## src/rtl/core/cbfe_pkg.sv

```systemverilog
package cbfe_pkg;

  localparam logic [7:0] SYNC_RESET  = 8'h55;
  localparam logic [7:0] BEGIN_RESET = 8'h3C;
  localparam int         QDEPTH      = 2;

  typedef enum logic [1:0] {
    OP_TICK  = 2'd0,
    OP_START = 2'd1,
    OP_DATA  = 2'd2
  } opcode_t;

  typedef enum logic [1:0] {
    CMD_TICK,
    CMD_START,
    CMD_DATA,
    CMD_NOP
  } cmd_kind_t;

  typedef enum logic [2:0] {
    PH_IDLE,
    PH_LEADER,
    PH_BEGIN,
    PH_TYPE,
    PH_LENGTH,
    PH_DATA,
    PH_CHECK,
    PH_TRAILER
  } phase_t;

  typedef enum logic [1:0] {
    ERR_NONE       = 2'd0,
    ERR_START_BUSY = 2'd1,
    ERR_DATA_DROP  = 2'd2
  } err_t;

  typedef enum logic {
    REG_SYNC  = 1'b0,
    REG_BEGIN = 1'b1
  } reg_idx_t;

  typedef struct packed {
    cmd_kind_t  kind;
    logic [7:0] block_type;
    logic [7:0] block_length;
    logic [7:0] leader_length;
    logic [7:0] data_byte;
  } cmd_t;

  // queue to executor
  typedef struct packed {
    logic valid;
    cmd_t cmd;
  } q_head_t;

endpackage

```

## src/rtl/core/cassette_block_fsk_encoder.sv

```systemverilog
// Cassette block encoder with FSK line output.
// Slave stream: s_tuser carries the opcode (tick, start block, data byte);
// s_tdata carries block_type, block_length, leader_length and data_byte.
// Master stream: one result beat per input beat with line level, busy flag,
// need-byte flag and error code, in the same order as the input beats.
// Configuration: cfg_we with cfg_index 0 writes the sync byte, 1 the begin
// byte; write only while no beat is in flight.
// Each input beat is stored in the command queue, and its command is applied
// from the queue head, with its result beat held in the result register.
// Throughput: one beat per cycle while m_tready takes results; each command
// updates the sequencer registers as it leaves a two-entry command queue.
// When m_tready is low the result register holds its beat, the queue fills,
// and s_tready drops once both queue entries are taken.
// Reset (rst, synchronous) empties the queue and result register, returns
// the sequencer to idle with the line high, and restores the sync byte 0x55
// and begin byte 0x3C.
module cassette_block_fsk_encoder import cbfe_pkg::*; (
  input  logic        clk,
  input  logic        rst,
  input  logic        s_tvalid,
  output logic        s_tready,
  input  logic [31:0] s_tdata,   // block_type, block_length, leader_length, data_byte
  input  logic [1:0]  s_tuser,   // opcode
  output logic        m_tvalid,
  input  logic        m_tready,
  output logic [7:0]  m_tdata,   // line_level, busy_res, need_byte, error[1:0], zero pad
  input  logic        cfg_we,
  input  logic        cfg_index,
  input  logic [7:0]  cfg_data
);

  q_head_t head;
  logic    pop;

  cbfe_front u_front (
    .clk      (clk),
    .rst      (rst),
    .s_tvalid (s_tvalid),
    .s_tready (s_tready),
    .s_tdata  (s_tdata),
    .s_tuser  (s_tuser),
    .head     (head),
    .pop      (pop)
  );

  cbfe_back u_back (
    .clk       (clk),
    .rst       (rst),
    .cfg_we    (cfg_we),
    .cfg_index (cfg_index),
    .cfg_data  (cfg_data),
    .head      (head),
    .pop       (pop),
    .m_tvalid  (m_tvalid),
    .m_tready  (m_tready),
    .m_tdata   (m_tdata)
  );

endmodule

```

## src/rtl/core/cbfe_front.sv

```systemverilog
module cbfe_front import cbfe_pkg::*; (
  input  logic        clk,
  input  logic        rst,
  input  logic        s_tvalid,
  output logic        s_tready,
  input  logic [31:0] s_tdata,   // block_type, block_length, leader_length, data_byte
  input  logic [1:0]  s_tuser,   // opcode
  output q_head_t     head,
  input  logic        pop
);

  localparam int PW = $clog2(QDEPTH);

  cmd_t           entry [QDEPTH];
  logic [PW-1:0]  wr_ptr;
  logic [PW-1:0]  rd_ptr;
  logic [PW:0]    count;
  logic           push;
  logic           do_pop;
  cmd_t           cmd_in;

  always_comb begin
    cmd_in.block_type    = s_tdata[7:0];
    cmd_in.block_length  = s_tdata[15:8];
    cmd_in.leader_length = s_tdata[23:16];
    cmd_in.data_byte     = s_tdata[31:24];
    case (opcode_t'(s_tuser))
      OP_TICK:  cmd_in.kind = CMD_TICK;
      OP_START: cmd_in.kind = CMD_START;
      OP_DATA:  cmd_in.kind = CMD_DATA;
      default:  cmd_in.kind = CMD_NOP;
    endcase
  end

  assign s_tready   = (count != (PW+1)'(QDEPTH));
  assign push       = s_tvalid && s_tready;
  assign head.valid = (count != '0);
  assign head.cmd   = entry[rd_ptr];
  assign do_pop     = pop && head.valid;

  always_ff @(posedge clk) begin
    if (push) begin
      entry[wr_ptr] <= cmd_in;
    end
  end

  always_ff @(posedge clk) begin
    if (rst) begin
      wr_ptr <= '0;
      rd_ptr <= '0;
      count  <= '0;
    end else begin
      if (push) begin
        wr_ptr <= (wr_ptr == PW'(QDEPTH-1)) ? '0 : wr_ptr + 1'b1;
      end
      if (do_pop) begin
        rd_ptr <= (rd_ptr == PW'(QDEPTH-1)) ? '0 : rd_ptr + 1'b1;
      end
      case ({push, do_pop})
        2'b10:   count <= count + 1'b1;
        2'b01:   count <= count - 1'b1;
        default: count <= count;
      endcase
    end
  end

  a_count_bound: assert property (@(posedge clk) disable iff (rst)
    count <= (PW+1)'(QDEPTH))
    else $error("queue count beyond depth");

  a_count_hold: assert property (@(posedge clk) disable iff (rst)
    !push && !do_pop |=> $stable(count))
    else $error("queue count moved without push or pop");

endmodule

```

## src/rtl/core/cbfe_back.sv

```systemverilog
module cbfe_back import cbfe_pkg::*; (
  input  logic       clk,
  input  logic       rst,
  input  logic       cfg_we,
  input  logic       cfg_index,
  input  logic [7:0] cfg_data,
  input  q_head_t    head,
  output logic       pop,
  output logic       m_tvalid,
  input  logic       m_tready,
  output logic [7:0] m_tdata    // line_level, busy_res, need_byte, error[1:0], zero pad
);

  logic [7:0] sync_byte;
  logic [7:0] begin_byte;

  logic       level_reg,    level_reg_next;
  phase_t     phase,        phase_next;
  logic [1:0] tick_in_bit,  tick_in_bit_next;
  logic [2:0] bit_index,    bit_index_next;
  logic [7:0] shift_byte,   shift_byte_next;
  logic [7:0] leader_left,  leader_left_next;
  logic [7:0] data_left,    data_left_next;
  logic [7:0] saved_length, saved_length_next;
  logic [7:0] running_sum,  running_sum_next;
  logic [7:0] held_byte,    held_byte_next;
  logic       held_valid,   held_valid_next;

  err_t       err;
  logic       start_ok;
  logic       byte_done;
  logic       stall;
  logic       done;
  logic [7:0] sb;
  logic [7:0] result;
  cmd_t       cmd;

  assign cmd = head.cmd;
  assign pop = head.valid && (!m_tvalid || m_tready);

  always_ff @(posedge clk) begin
    if (rst) begin
      sync_byte  <= SYNC_RESET;
      begin_byte <= BEGIN_RESET;
    end else if (cfg_we) begin
      case (reg_idx_t'(cfg_index))
        REG_SYNC:  sync_byte  <= cfg_data;
        REG_BEGIN: begin_byte <= cfg_data;
        default:   ;
      endcase
    end
  end

  // datapath: byte load, bit timing, counters
  always_comb begin
    level_reg_next    = level_reg;
    tick_in_bit_next  = tick_in_bit;
    bit_index_next    = bit_index;
    shift_byte_next   = shift_byte;
    leader_left_next  = leader_left;
    data_left_next    = data_left;
    saved_length_next = saved_length;
    running_sum_next  = running_sum;
    held_byte_next    = held_byte;
    held_valid_next   = held_valid;
    err               = ERR_NONE;
    start_ok          = 1'b0;
    byte_done         = 1'b0;
    stall             = 1'b0;
    done              = 1'b0;
    sb                = shift_byte;
    case (cmd.kind)
      CMD_TICK: begin
        if (phase != PH_IDLE) begin
          if (tick_in_bit == 2'd0 && bit_index == 3'd0) begin
            case (phase)
              PH_LEADER: sb = sync_byte;
              PH_BEGIN:  sb = begin_byte;
              PH_TYPE:   sb = running_sum - saved_length;
              PH_LENGTH: sb = saved_length;
              PH_DATA: begin
                if (!held_valid) begin
                  stall = 1'b1;
                end else begin
                  sb               = held_byte;
                  held_valid_next  = 1'b0;
                  running_sum_next = running_sum + held_byte;
                  data_left_next   = data_left - 8'd1;
                end
              end
              PH_CHECK:  sb = running_sum;
              default:   sb = sync_byte;
            endcase
          end
          if (!stall) begin
            // toggle at bit start; ones toggle again on tick 1, zeros on tick 2
            if (tick_in_bit == 2'd0) begin
              level_reg_next = ~level_reg;
            end else if (sb[0]) begin
              level_reg_next = ~level_reg;
              done           = 1'b1;
            end else if (tick_in_bit == 2'd2) begin
              level_reg_next = ~level_reg;
            end else if (tick_in_bit == 2'd3) begin
              done = 1'b1;
            end
            if (done) begin
              tick_in_bit_next = 2'd0;
              shift_byte_next  = sb >> 1;
              if (bit_index == 3'd7) begin
                bit_index_next = 3'd0;
                byte_done      = 1'b1;
                if (phase == PH_LEADER) begin
                  leader_left_next = leader_left - 8'd1;
                end
              end else begin
                bit_index_next = bit_index + 3'd1;
              end
            end else begin
              tick_in_bit_next = tick_in_bit + 2'd1;
              shift_byte_next  = sb;
            end
          end
        end
      end
      CMD_START: begin
        if (phase != PH_IDLE) begin
          err = ERR_START_BUSY;
        end else begin
          start_ok          = 1'b1;
          saved_length_next = cmd.block_length;
          leader_left_next  = cmd.leader_length;
          data_left_next    = cmd.block_length;
          running_sum_next  = cmd.block_type + cmd.block_length;
          tick_in_bit_next  = 2'd0;
          bit_index_next    = 3'd0;
          held_valid_next   = 1'b0;
        end
      end
      CMD_DATA: begin
        if (phase == PH_IDLE || data_left == 8'd0 || held_valid) begin
          err = ERR_DATA_DROP;
        end else begin
          held_byte_next  = cmd.data_byte;
          held_valid_next = 1'b1;
        end
      end
      default: ;
    endcase
  end

  // phase sequencing
  always_comb begin
    phase_next = phase;
    if (start_ok) begin
      phase_next = (cmd.leader_length != 8'd0) ? PH_LEADER : PH_BEGIN;
    end else if (byte_done) begin
      case (phase)
        PH_LEADER: if (leader_left_next == 8'd0) phase_next = PH_BEGIN;
        PH_BEGIN:  phase_next = PH_TYPE;
        PH_TYPE:   phase_next = PH_LENGTH;
        PH_LENGTH: phase_next = (saved_length != 8'd0) ? PH_DATA : PH_CHECK;
        PH_DATA:   if (data_left_next == 8'd0) phase_next = PH_CHECK;
        PH_CHECK:  phase_next = PH_TRAILER;
        default:   phase_next = PH_IDLE;
      endcase
    end
  end

  // result beat from the state after this command
  always_comb begin
    result      = '0;
    result[0]   = level_reg_next;
    result[1]   = (phase_next != PH_IDLE);
    result[2]   = (phase_next != PH_IDLE) && (data_left_next != 8'd0) && !held_valid_next;
    result[4:3] = err;
  end

  always_ff @(posedge clk) begin
    if (rst) begin
      level_reg    <= 1'b1;
      phase        <= PH_IDLE;
      tick_in_bit  <= '0;
      bit_index    <= '0;
      shift_byte   <= '0;
      leader_left  <= '0;
      data_left    <= '0;
      saved_length <= '0;
      running_sum  <= '0;
      held_valid   <= 1'b0;
    end else if (pop) begin
      level_reg    <= level_reg_next;
      phase        <= phase_next;
      tick_in_bit  <= tick_in_bit_next;
      bit_index    <= bit_index_next;
      shift_byte   <= shift_byte_next;
      leader_left  <= leader_left_next;
      data_left    <= data_left_next;
      saved_length <= saved_length_next;
      running_sum  <= running_sum_next;
      held_valid   <= held_valid_next;
    end
  end

  always_ff @(posedge clk) begin
    if (pop) begin
      held_byte <= held_byte_next;
    end
  end

  always_ff @(posedge clk) begin
    if (rst) begin
      m_tvalid <= 1'b0;
    end else if (pop) begin
      m_tvalid <= 1'b1;
    end else if (m_tready) begin
      m_tvalid <= 1'b0;
    end
  end

  always_ff @(posedge clk) begin
    if (pop) begin
      m_tdata <= result;
    end
  end

  a_idle_aligned: assert property (@(posedge clk) disable iff (rst)
    phase == PH_IDLE |-> tick_in_bit == 2'd0 && bit_index == 3'd0)
    else $error("idle with a bit in flight");

  a_held_needs_room: assert property (@(posedge clk) disable iff (rst)
    held_valid |-> data_left != 8'd0)
    else $error("held byte with no data byte due");

  a_state_hold: assert property (@(posedge clk) disable iff (rst)
    !pop |=> $stable(phase) && $stable(level_reg))
    else $error("encoder state moved without a command");

endmodule

```

## config.mk

```make
export PLATFORM = sky130hd
export DESIGN_NAME = cassette_block_fsk_encoder
export DESIGN_NICKNAME = d
export VERILOG_FILES = /design/src/rtl/core/cbfe_pkg.sv /design/src/rtl/core/cassette_block_fsk_encoder.sv /design/src/rtl/core/cbfe_front.sv /design/src/rtl/core/cbfe_back.sv
export SDC_FILE = /design/constraint.sdc
export NUM_CORES = 1
export LEC_CHECK = 0
export ABC_AREA = 1
export BUFFER_PORTS_ARGS = -buffer_cell sky130_fd_sc_hd__buf_2
export CORE_MARGIN = 2
export CORE_UTILIZATION = 30
export CTS_CLUSTER_DIAMETER = 200
export CTS_CLUSTER_SIZE = 25
export DETAILED_ROUTE_END_ITERATION = 12
export PLACE_DENSITY_LB_ADDON = 0.05
export REMOVE_ABC_BUFFERS = 1
export SLEW_MARGIN = 5
export SYNTH_ARGS = -nofsm -noshare
export SYNTH_HDL_FRONTEND = slang
export SYNTH_SLANG_ARGS = --single-unit
```

## constraint.sdc

```tcl
create_clock -name clk -period 7 [get_ports clk]
set_input_delay 2.1 -clock clk [delete_from_list [all_inputs] [get_ports clk]]
set_output_delay 2.1 -clock clk [all_outputs]
set_load 0.01 [all_outputs]
```

==> results of run 1 <==
[layout make-up]
type	instances	area [um^2]
fillers	2919	18100
multi-input cells	699	3960
flip-flops and latches	153	3870
inverters	142	543
well taps	378	473
clock buffers	17	425
repair buffers	60	315
clock inverters	15	160
[critical path, cell delays in order (launching register included)]
cell and delay [ps]:
sky130_fd_sc_hd__dfxtp_2 940, sky130_fd_sc_hd__o21ai_0 360, sky130_fd_sc_hd__inv_1 170, sky130_fd_sc_hd__ha_1 630
sky130_fd_sc_hd__inv_1 470, sky130_fd_sc_hd__nor2_4 320, sky130_fd_sc_hd__inv_2 160, sky130_fd_sc_hd__o22ai_1 140
sky130_fd_sc_hd__nor2_1 60, sky130_fd_sc_hd__nand2_1 80, sky130_fd_sc_hd__nand2_1 70, sky130_fd_sc_hd__nand2_1 80
sky130_fd_sc_hd__nor2_1 50, sky130_fd_sc_hd__nand3_1 80, sky130_fd_sc_hd__nand2_1 50, sky130_fd_sc_hd__inv_1 50
sky130_fd_sc_hd__nand2_1 40, sky130_fd_sc_hd__nand2_1 70, sky130_fd_sc_hd__nand3_1 80, sky130_fd_sc_hd__nor2_2 120
sky130_fd_sc_hd__inv_1 50
[routing by layer]
layer	vias to the layer above	share of wire [%]	routed length, um	track usage [%]
met5	-	0	0	0
met4	0	0.90	210	3.43
met3	17	3.9	913	2.59
met2	126	43	9920	24.1
met1	3111	52	12200	25.0
li1	3526	-	-	-
[worst min-delay path by stage]
| stage | start | end | slack [ps] | cells after the start |
|---|---|---|---|---|
| final | u_front.rd_ptr$_SDFFE_PP0P_ | flip-flop | 450 | 1 |
| after global routing | u_front.rd_ptr$_SDFFE_PP0P_ | u_front.rd_ptr$_SDFFE_PP0P_ | 480 | 1 |
| after CTS | u_front.rd_ptr$_SDFFE_PP0P_ | u_front.rd_ptr$_SDFFE_PP0P_ | 460 | 1 |
| after detailed placement | u_front.rd_ptr$_SDFFE_PP0P_ | flip-flop | 440 | 1 |
| after global placement | u_front.rd_ptr$_SDFFE_PP0P_ | u_front.rd_ptr$_SDFFE_PP0P_ | 430 | 1 |
| after floorplan | u_front.rd_ptr$_SDFFE_PP0P_ | flip-flop | 430 | 1 |
[power by group through the flow]
stage | logic (mW) | clock network [mW] | registers, mW
6_report | 2.13 | 0.934 | 1.38
5_1_grt | 2.43 | 1.00 | 1.42
4_1_cts | 2.14 | 0.962 | 1.39
3_5_place_dp | 2.13 | 0 | 1.41
3_3_place_gp | 2.15 | 0 | 1.41
2_1_floorplan | 1.57 | 0 | 1.34
[cell usage in the layout (no fill, tap or decap), types with 6 or more instances in the layout]
master | Yosys | routed
sky130_fd_sc_hd__nand2_1 | 214 | 214
sky130_fd_sc_hd__inv_1 | 129 | 129
sky130_fd_sc_hd__nor2_1 | 97 | 95
sky130_fd_sc_hd__edfxtp_1 | 81 | 81
sky130_fd_sc_hd__dfxtp_1 | 72 | 71
sky130_fd_sc_hd__o21ai_0 | 70 | 70
sky130_fd_sc_hd__a21oi_1 | 70 | 69
sky130_fd_sc_hd__nand3_1 | 59 | 59
sky130_fd_sc_hd__buf_2 | 5 | 54
sky130_fd_sc_hd__ha_1 | 35 | 35
sky130_fd_sc_hd__o211ai_1 | 17 | 17
sky130_fd_sc_hd__clkbuf_16 | 0 | 17
sky130_fd_sc_hd__mux2_2 | 16 | 16
sky130_fd_sc_hd__nand4_1 | 9 | 9
sky130_fd_sc_hd__mux2i_1 | 9 | 9
sky130_fd_sc_hd__nor2_4 | 6 | 8
sky130_fd_sc_hd__inv_2 | 8 | 8
sky130_fd_sc_hd__o22ai_1 | 8 | 8
sky130_fd_sc_hd__a211oi_1 | 8 | 8
sky130_fd_sc_hd__o21ai_1 | 7 | 7
sky130_fd_sc_hd__nor3_1 | 7 | 7
sky130_fd_sc_hd__inv_8 | 0 | 7
sky130_fd_sc_hd__xor2_1 | 6 | 6
sky130_fd_sc_hd__buf_4 | 4 | 6
[stage by stage]
stage	hold slack [ps]	worst slack (ps)	power, mW	utilization, %	cell area [um^2]
finish	454	2680	4.44	35.0	9750
global route	478	2080	4.85	35.0	9750
CTS	458	2550	4.49	35.0	9750
detailed placement	436	2610	3.54	32.9	9170
global placement	434	2760	3.57	32.9	9170
floorplan	426	1720	2.91	-	8350
[cell usage after synthesis, types with 2 or more instances]
| cell type | instances | share of area (%) |
|---|---|---|
| sky130_fd_sc_hd__clkbuf_1 | 21 | 0.93 |
| sky130_fd_sc_hd__nor2_2 | 4 | 0.29 |
| sky130_fd_sc_hd__o21ai_1 | 7 | 0.41 |
| sky130_fd_sc_hd__nor2_4 | 6 | 0.79 |
| sky130_fd_sc_hd__xor2_1 | 6 | 0.62 |
| sky130_fd_sc_hd__nor2_1 | 97 | 4.3 |
| sky130_fd_sc_hd__o21ai_0 | 70 | 4.1 |
| sky130_fd_sc_hd__nor2_8 | 4 | 0.94 |
| sky130_fd_sc_hd__xnor2_1 | 3 | 0.31 |
| sky130_fd_sc_hd__nand3_2 | 2 | 0.24 |
| sky130_fd_sc_hd__a211oi_1 | 8 | 0.71 |
| sky130_fd_sc_hd__edfxtp_1 | 81 | 29 |
| sky130_fd_sc_hd__o22ai_1 | 8 | 0.59 |
| sky130_fd_sc_hd__o221ai_1 | 4 | 0.41 |
| sky130_fd_sc_hd__a21oi_1 | 70 | 4.1 |
| sky130_fd_sc_hd__nand4_1 | 9 | 0.66 |
| sky130_fd_sc_hd__inv_2 | 8 | 0.35 |
| sky130_fd_sc_hd__inv_4 | 4 | 0.29 |
| sky130_fd_sc_hd__buf_2 | 5 | 0.29 |
| sky130_fd_sc_hd__ha_1 | 35 | 5.1 |
| sky130_fd_sc_hd__nand2_2 | 5 | 0.37 |
| sky130_fd_sc_hd__mux2_2 | 16 | 2.1 |
| sky130_fd_sc_hd__a31oi_1 | 5 | 0.37 |
| sky130_fd_sc_hd__mux2i_1 | 9 | 1.1 |
| sky130_fd_sc_hd__buf_6 | 2 | 0.26 |
| sky130_fd_sc_hd__nand2_4 | 4 | 0.53 |
| sky130_fd_sc_hd__inv_1 | 129 | 5.7 |
| sky130_fd_sc_hd__or2_2 | 4 | 0.29 |
| sky130_fd_sc_hd__nor3_1 | 7 | 0.41 |
| sky130_fd_sc_hd__nand3_1 | 59 | 3.5 |
| sky130_fd_sc_hd__o211ai_1 | 17 | 1.5 |
| sky130_fd_sc_hd__a22oi_1 | 5 | 0.44 |
| sky130_fd_sc_hd__nand2_1 | 214 | 9.4 |
| sky130_fd_sc_hd__fa_1 | 3 | 0.71 |
| sky130_fd_sc_hd__buf_1 | 2 | 0.088 |
| sky130_fd_sc_hd__dfxtp_1 | 72 | 17 |
| sky130_fd_sc_hd__buf_4 | 4 | 0.35 |
[logic make-up after synthesis]
family          after synthesis  share of synthesized area, %
mux                          25                          3.18
buf+inv                     176                          8.31
compound gates              204                          13.8
other cells                   1                        0.0441
fa+ha+maj                    38                          5.85
flops                       153                          45.5
simple gates                420                          22.3
xor+xnor                      9                         0.927
==> results_dict.tcl, run 1 <==
set metrics [dict create \
    num_io_pins 58 \
    place.detailed.instances 1432 \
    post_cts_resize_count 0 \
    ffs_w_async_s_r_synth_pct 0 \
    vias_per_instance 4.63 \
    clock_tree_root "sky130_fd_sc_hd__clkbuf_16" \
    postRouteAntennaNets 0 \
    timing.final.hold_violations 0 \
    crit_path_end "u_back.m_tdata[1]$_DFFE_PP_" \
    drt_pre_antenna_iters 5 \
    syn-mean-instance-area_um2 8.29 \
    pwr-share-comb_pct 47.9 \
    timing_max_transition_violations_final 0 \
    clock_tree.htree_level_count 4 \
    power.density_nw_per_um2 456 \
    max_slew_margin_vs_limit_pct 30.9 \
    floorplan.initialDensity_pct 30.5 \
    yosys_warnings 0 \
    ctsLongestPathBuffers 2 \
    fin_tns_setup_ps 0 \
    cts_buffer_count 17 \
    core.rowCount 61 \
    die_height_um 172 \
    port-buffer-count 54 \
    route.final.wire_length_mm 23.2 \
    switching_share_pct 46.4 \
    crit-reg2reg-capture "u_back.m_tdata[1]$_DFFE_PP_" \
    rsz_0062_raised_after_global_routing "false" \
    internal_power_mw 2.38 \
    arrival_ps 4510 \
    cp.required_ps 7190 \
    first_global_vias 6479 \
    grt_use_total_pct 16.4 \
    final.period_utilization_pct 61.7 \
    max_reg_flops 68 \
    timing.reg2reg.setup_slack_ps 2680 \
    cp_max_fo 43 \
    vias 6780 \
    cts_setup_buffers 0 \
    cts_num_sinks 153 \
    hold_path_class "reg -> reg" \
    setup.worst_path.start_class "flip-flop" \
    ratio_of_cells_with_drive_above_1_in_the_final_layout_pct 14.6 \
    cap_violations 0 \
    leakage_nw 4.17 \
    fp.dieW_um 172 \
    rr_worst_depth 20 \
    insertedDiodeCount 0 \
    run_status "complete, no violations" \
    postSynthCellCount 1026 \
    criticalPathCategory "reg -> reg" \
    switching_power_mw 2.06 \
    insertion_delay_ps 430 \
    portion_of_total_power_attributed_to_the_clock_network_pct 21.0 \
    dieArea_um2 29700 \
    instances_no_fill 1464 \
    skew_ps 14.1 \
    area_growth_syn_to_layout_pct 14.6 \
    pwr-share-seq_pct 31.1 \
    wire_length_of_the_first_global_routing_pass_mm 37.0 \
    mappedNetlistArea_um2 8510 \
    grt_remaining_overflow 0 \
    synth.lib_cells_used.distinct 54 \
    wl_per_cell_um 15.9 \
    timing.critical_path.to_type "flip-flop" \
    ys_seq_area_share_pct 45.5 \
    synth_edf_count 81 \
    regMostFlops "u_front.entry" \
    synth_ff_type "sky130_fd_sc_hd__edfxtp_1" \
    dp_hpwl_mm 16.9 \
    ir_drop_uv 166 \
    post_cts_hold_buffer_count 0 \
    fp.coreArea_um2 27900 \
    initialDrtViolationCount 423 \
    clock.fmax_mhz 231 \
    tightest_slew_ps 1030 \
    cts_tree "built" \
    register_bit_count_reported_by_yosys 153 \
    gpl.final_weighted_congestion 0.857 \
    drcViolationCount 0 \
    clk_transition_reported_paths_ps 70 \
    grt_antenna_before_repair 0 \
    min_period_ps 4320 \
    final_nets 1159 \
    pin_count_of_the_biggest_net_entering_global_routing 48 \
    setup-violations-final 0 \
]
Note: power is estimated with default switching activity, not from simulation.
==> run 2, diff against run 1 <==
Clock period 7 ns to 4.1 ns, I/O delays scaled along.
==> results_dict.tcl, run 2 (synthesis results as in run 1) <==
set metrics [dict create \
    pin_count_of_the_biggest_net_entering_global_routing 37 \
    rsz_0062_raised_after_global_routing "false" \
    num_io_pins 58 \
    ctsLongestPathBuffers 2 \
    min_period_ps 3200 \
    max_reg_flops 68 \
    max_slew_margin_vs_limit_pct 53.7 \
    setup-violations-final 0 \
    timing_max_transition_violations_final 0 \
    insertedDiodeCount 0 \
    cts_num_sinks 153 \
    hold_path_class "reg -> reg" \
    final_nets 1167 \
    cp_max_fo 14 \
    vias 6813 \
    timing.critical_path.to_type "flip-flop" \
    cap_violations 0 \
    timing.final.hold_violations 0 \
    grt_use_total_pct 16.7 \
    gpl.final_weighted_congestion 0.842 \
    skew_ps 10.9 \
    first_global_vias 6618 \
    placedInstanceArea_um2 9230 \
    cp.required_ps 4290 \
    drt_pre_antenna_iters 7 \
    core.rowCount 61 \
    mostFrequentLayoutCell "sky130_fd_sc_hd__nand2_1" \
    postRouteAntennaNets 0 \
    clk_transition_reported_paths_ps 70 \
    cts_setup_buffers 0 \
    drcViolationCount 0 \
    post_cts_hold_buffer_count 0 \
    dp_hpwl_mm 17.5 \
    run_status "complete, no violations" \
    place.detailed.instances 1440 \
    regMostFlops "u_front.entry" \
    wl_per_cell_um 16.0 \
    nFillCells 2926 \
    initialDrtViolationCount 419 \
    stdcell_area_um2 9810 \
    clock.fmax_mhz 313 \
    wire_length_of_the_first_global_routing_pass_mm 37.4 \
    ratio_of_cells_with_drive_above_1_in_the_final_layout_pct 15.2 \
    setup.worst_path.start_class "flip-flop" \
    clock_tree.htree_level_count 4 \
    tightest_slew_ps 687 \
    area_growth_syn_to_layout_pct 15.3 \
    ir_drop_uv 216 \
    arrival_ps 3390 \
    post_cts_resize_count 0 \
    fp.coreArea_um2 27900 \
    route.final.wire_length_mm 23.6 \
    total_power_mw 7.67 \
    port-buffer-count 54 \
    floorplan.initialDensity_pct 30.5 \
    leakage_nw 4.19 \
    clock_tree_root "sky130_fd_sc_hd__clkbuf_16" \
    instances_no_fill 1472 \
    insertion_delay_ps 430 \
    final.period_utilization_pct 78.0 \
    criticalPathCategory "reg -> reg" \
    dieArea_um2 29700 \
    fp.dieW_um 172 \
    die_height_um 172 \
    layout_common_cells "sky130_fd_sc_hd__nand2_1, sky130_fd_sc_hd__inv_1, sky130_fd_sc_hd__nor2_1, sky130_fd_sc_hd__edfxtp_1, sky130_fd_sc_hd__dfxtp_1" \
    grt_antenna_before_repair 0 \
    cts_tree "built" \
    vias_per_instance 4.63 \
    cts_buffer_count 17 \
    power.density_nw_per_um2 782 \
    grt_remaining_overflow 0 \
]
[run 2: changes by cell type in the layout (fill, tap and decap cells not counted), sizes merged]
cell / change
buf: +8
clkbuf: +1
bufinv: +1
inv: -3
clkinvlp: +3
clkinv: -2
[run 2: final cells by class]
class	instances	area, um^2	area share, %
Sequential cell	153	3870	39.5
Clock inverter	14	150	1.53
Inverter	142	543	5.54
Clock buffer	18	429	4.38
Multi-Input combinational cell	699	3960	40.4
Timing Repair Buffer	68	375	3.83
Tap cell	378	473	4.82
[run 2: metal layers]
metal / track usage (%) / part of all wire (%) / vias to the layer above
met3: 2.63 / 3.5 / 18
li1: - / - / 3544
met4: 4.97 / 1.0 / 0
met5: 0 / 0 / -
met2: 25.2 / 43 / 133
met1: 24.4 / 52 / 3118
[run 2: power by group]
part	leakage, nW	total, mW	internal (mW)	switching [mW]
Clock	0.278	1.60	0.864	0.732
Combinational	2.57	3.76	1.29	2.47
Sequential	1.35	2.32	2.00	0.321
[run 2: worst max-delay path, cell delays in order (launching register included)]
cell and delay, ps:
sky130_fd_sc_hd__dfxtp_2 420, sky130_fd_sc_hd__o21ai_0 380, sky130_fd_sc_hd__inv_1 120, sky130_fd_sc_hd__ha_1 300, sky130_fd_sc_hd__inv_1 80, sky130_fd_sc_hd__buf_4 220
sky130_fd_sc_hd__nor2_4 90, sky130_fd_sc_hd__inv_2 190, sky130_fd_sc_hd__o22ai_1 100, sky130_fd_sc_hd__nor2_1 120, sky130_fd_sc_hd__nand2_1 60, sky130_fd_sc_hd__nand2_1 70
sky130_fd_sc_hd__nand2_1 80, sky130_fd_sc_hd__nor2_1 130, sky130_fd_sc_hd__nand2_1 90, sky130_fd_sc_hd__a21oi_1 140, sky130_fd_sc_hd__nand2_1 80, sky130_fd_sc_hd__nand2_2 70
sky130_fd_sc_hd__nand2_2 50, sky130_fd_sc_hd__nor2_2 110, sky130_fd_sc_hd__inv_1 40
[run 2: worst paths after layout]
check	from	slack, ps	depth (start not counted)	endpoint
max	flip-flop	900	20	u_back.m_tdata[1]$_DFFE_PP_
max reg2reg	flip-flop	900	20	u_back.m_tdata[1]$_DFFE_PP_
min reg2reg	u_front.rd_ptr$_SDFFE_PP0P_	440	1	flip-flop
min	u_front.rd_ptr$_SDFFE_PP0P_	440	1	flip-flop
[run 2: stage by stage]
step                      TNS [ps]  utilization (%)  hold slack [ps]  worst slack [ps]
after floorplan              -2430                -              426              -306
after global placement           0             33.1              432               974
final                            0             35.2              443               901
after CTS                        0             35.2              441               886
after detailed placement         0             33.1              430               915
after global routing             0             35.2              491               497
==> run 3, diff against run 2 <==
Clock period 4.1 ns to 3.2 ns, I/O delays scaled along.
==> results_dict.tcl, run 3 (synthesis results as in run 1) <==
set metrics [dict create \
    grt_use_total_pct 16.6 \
    grt_remaining_overflow 0 \
    leakage_nw 4.24 \
    grt_antenna_before_repair 0 \
    switching_share_pct 45.4 \
    cts_setup_buffers 0 \
    timing.final.hold_violations 0 \
    clock.fmax_mhz 347 \
    postRouteAntennaNets 0 \
    cts_num_sinks 153 \
    criticalPathCategory "reg -> reg" \
    fp.coreArea_um2 27900 \
    pwr-share-comb_pct 49.7 \
    timing.critical_path.to_type "flip-flop" \
    cts_tree "built" \
    fp.dieW_um 172 \
    max_slew_margin_vs_limit_pct 54.2 \
    worst_r2r_startpoint "u_front.entry[0][33]$_DFFE_PP_" \
    drcViolationCount 0 \
    vias_per_instance 4.63 \
    timing_max_transition_violations_final 0 \
    internal_power_mw 5.40 \
    drt_pre_antenna_iters 5 \
    min_period_ps 2880 \
    gr-max-usage-layer "met2" \
    cap_violations 0 \
    ratio_of_cells_with_drive_above_1_in_the_final_layout_pct 15.9 \
    crit_path_start "u_front.entry[0][33]$_DFFE_PP_" \
    cp_max_fo 14 \
    grt_use_met3_pct 2.47 \
    insertedDiodeCount 0 \
    postLayoutCoreUtil_pct 35.5 \
    use_met1_pct 24.8 \
    ctsLongestPathBuffers 2 \
    clock_tree.htree_level_count 4 \
    mostFrequentLayoutCell "sky130_fd_sc_hd__nand2_1" \
    clock_tree_root "sky130_fd_sc_hd__clkbuf_16" \
    setup.worst_path.start_class "flip-flop" \
    rsz_0062_raised_after_global_routing "false" \
    regMostFlops "u_front.entry" \
    die_height_um 172 \
    vias 6858 \
    total_power_mw 9.89 \
    cts_buffer_count 17 \
    port-buffer-count 54 \
    pin_count_of_the_biggest_net_entering_global_routing 48 \
    tightest_slew_ps 680 \
    setup-violations-final 0 \
    gpl.final_weighted_congestion 0.829 \
    ir_drop_uv 297 \
    hold_path_class "reg -> reg" \
    crit_path_cell_trace "o21ai_0, ha_1, buf_4, inv_1, nor4_2, inv_1, a21oi_1, nand3_1, nor2_2, nor2_1" \
    wl_per_cell_um 15.8 \
    arrival_ps 3070 \
    critical_path_buf_inv_count 3 \
    slowest_stage_cell_cp "sky130_fd_sc_hd__nor4_2" \
    portion_of_total_power_attributed_to_the_clock_network_pct 20.7 \
    pwr-share-seq_pct 29.6 \
    clk_transition_reported_paths_ps 70 \
    cp.required_ps 3390 \
    path_delay_family "simple AND/OR/NAND/NOR gates" \
    grtUsageMet2_pct 25.0 \
    initialDrtViolationCount 371 \
    num_io_pins 58 \
    insertion_delay_ps 430 \
    layout_common_cells "sky130_fd_sc_hd__nand2_1, sky130_fd_sc_hd__inv_1, sky130_fd_sc_hd__nor2_1, sky130_fd_sc_hd__edfxtp_1, sky130_fd_sc_hd__dfxtp_1" \
    worstHoldStart "u_front.rd_ptr$_SDFFE_PP0P_" \
    power.density_nw_per_um2 1000 \
    final_nets 1176 \
    run_status "complete, no violations" \
    wire_length_of_the_first_global_routing_pass_mm 37.6 \
    floorplan.initialDensity_pct 30.5 \
    first_global_vias 6541 \
    final.period_utilization_pct 90.1 \
    dieArea_um2 29700 \
    max_stage_delay_ps 540 \
    switching_power_mw 4.49 \
    area_growth_syn_to_layout_pct 16.1 \
    skew_ps 9.23 \
    route.final.wire_length_mm 23.5 \
    core.rowCount 61 \
    dp_hpwl_mm 17.4 \
    crit_top_cell "sky130_fd_sc_hd__inv_1" \
    max_reg_flops 68 \
]
-- run 3: cell types whose count changed in the layout (fill, tap and decap cells not counted), sizes merged --
| cell | change |
|---|---|
| clkinvlp | -1 |
| buf | +9 |
| clkinv | +3 |
| inv | -2 |
-- run 3: final cells by class --
type | instances | area, um^2
timing repair buffer | 77 | 443
multi-input combinational | 699 | 3960
sequential | 153 | 3870
inverter | 142 | 543
clock buffer | 18 | 429
clock inverter | 14 | 156
fill | 2914 | 18000
tap | 378 | 473
-- run 3: per-stage QoR --
step | setup slack (ps) | cells | area [um^2] | setup TNS (ps) | hold slack, ps
floorplan | -936 | 994 | 8350 | -24440 | 426
global placement | 261 | 1449 | 9290 | 0 | 439
detailed placement | 328 | 1449 | 9290 | 0 | 441
CTS | 315 | 1481 | 9880 | 0 | 451
global route | 45.0 | 1481 | 9880 | 0 | 480
finish | 317 | 1481 | 9880 | 0 | 451
-- run 3: metal layers --
layer	share of wire, %	vias up
li1	-	3557
met1	53	3168
met2	43	123
met3	2.9	10
met4	1.0	0
met5	0	-
-- run 3: power by group through the flow --
stage               Sequential, mW  Combinational (mW)  Clock, mW
floorplan                     2.94                3.43          0
global placement              2.98                4.96          0
detailed placement            2.97                4.93          0
CTS                           2.93                4.96       2.10
global route                  2.99                5.64       2.19
finish                        2.93                4.92       2.05
-- run 3: path summary, 6_finish.rpt --
path | to | slack [ps] | cells past startpoint
min reg2reg | flip-flop | 450 | 1
max reg2reg | u_back.m_tdata[2]$_DFFE_PP_ | 320 | 10
min | flip-flop | 450 | 1
max | u_back.m_tdata[2]$_DFFE_PP_ | 320 | 10
-- run 3: worst reg2reg max path, delay by kind of cell (launching register included) --
family / cells / cell delay [ps]
AOI/OAI and AO/OA: 2 / 610
buffers and inverters: 3 / 590
and+or+nand+nor: 4 / 840
DFF: 1 / 360
adders and majority gates: 1 / 250
-- run 3: repair_timing --
| action | 4_1_cts | 5_1_grt |
|---|---|---|
| hold buffers | 0 | 0 |
| resized for setup | 0 | 1 |
| endpoints found under the hold margin | 0 | 0 |
| setup endpoints to repair | 0 | 2 |
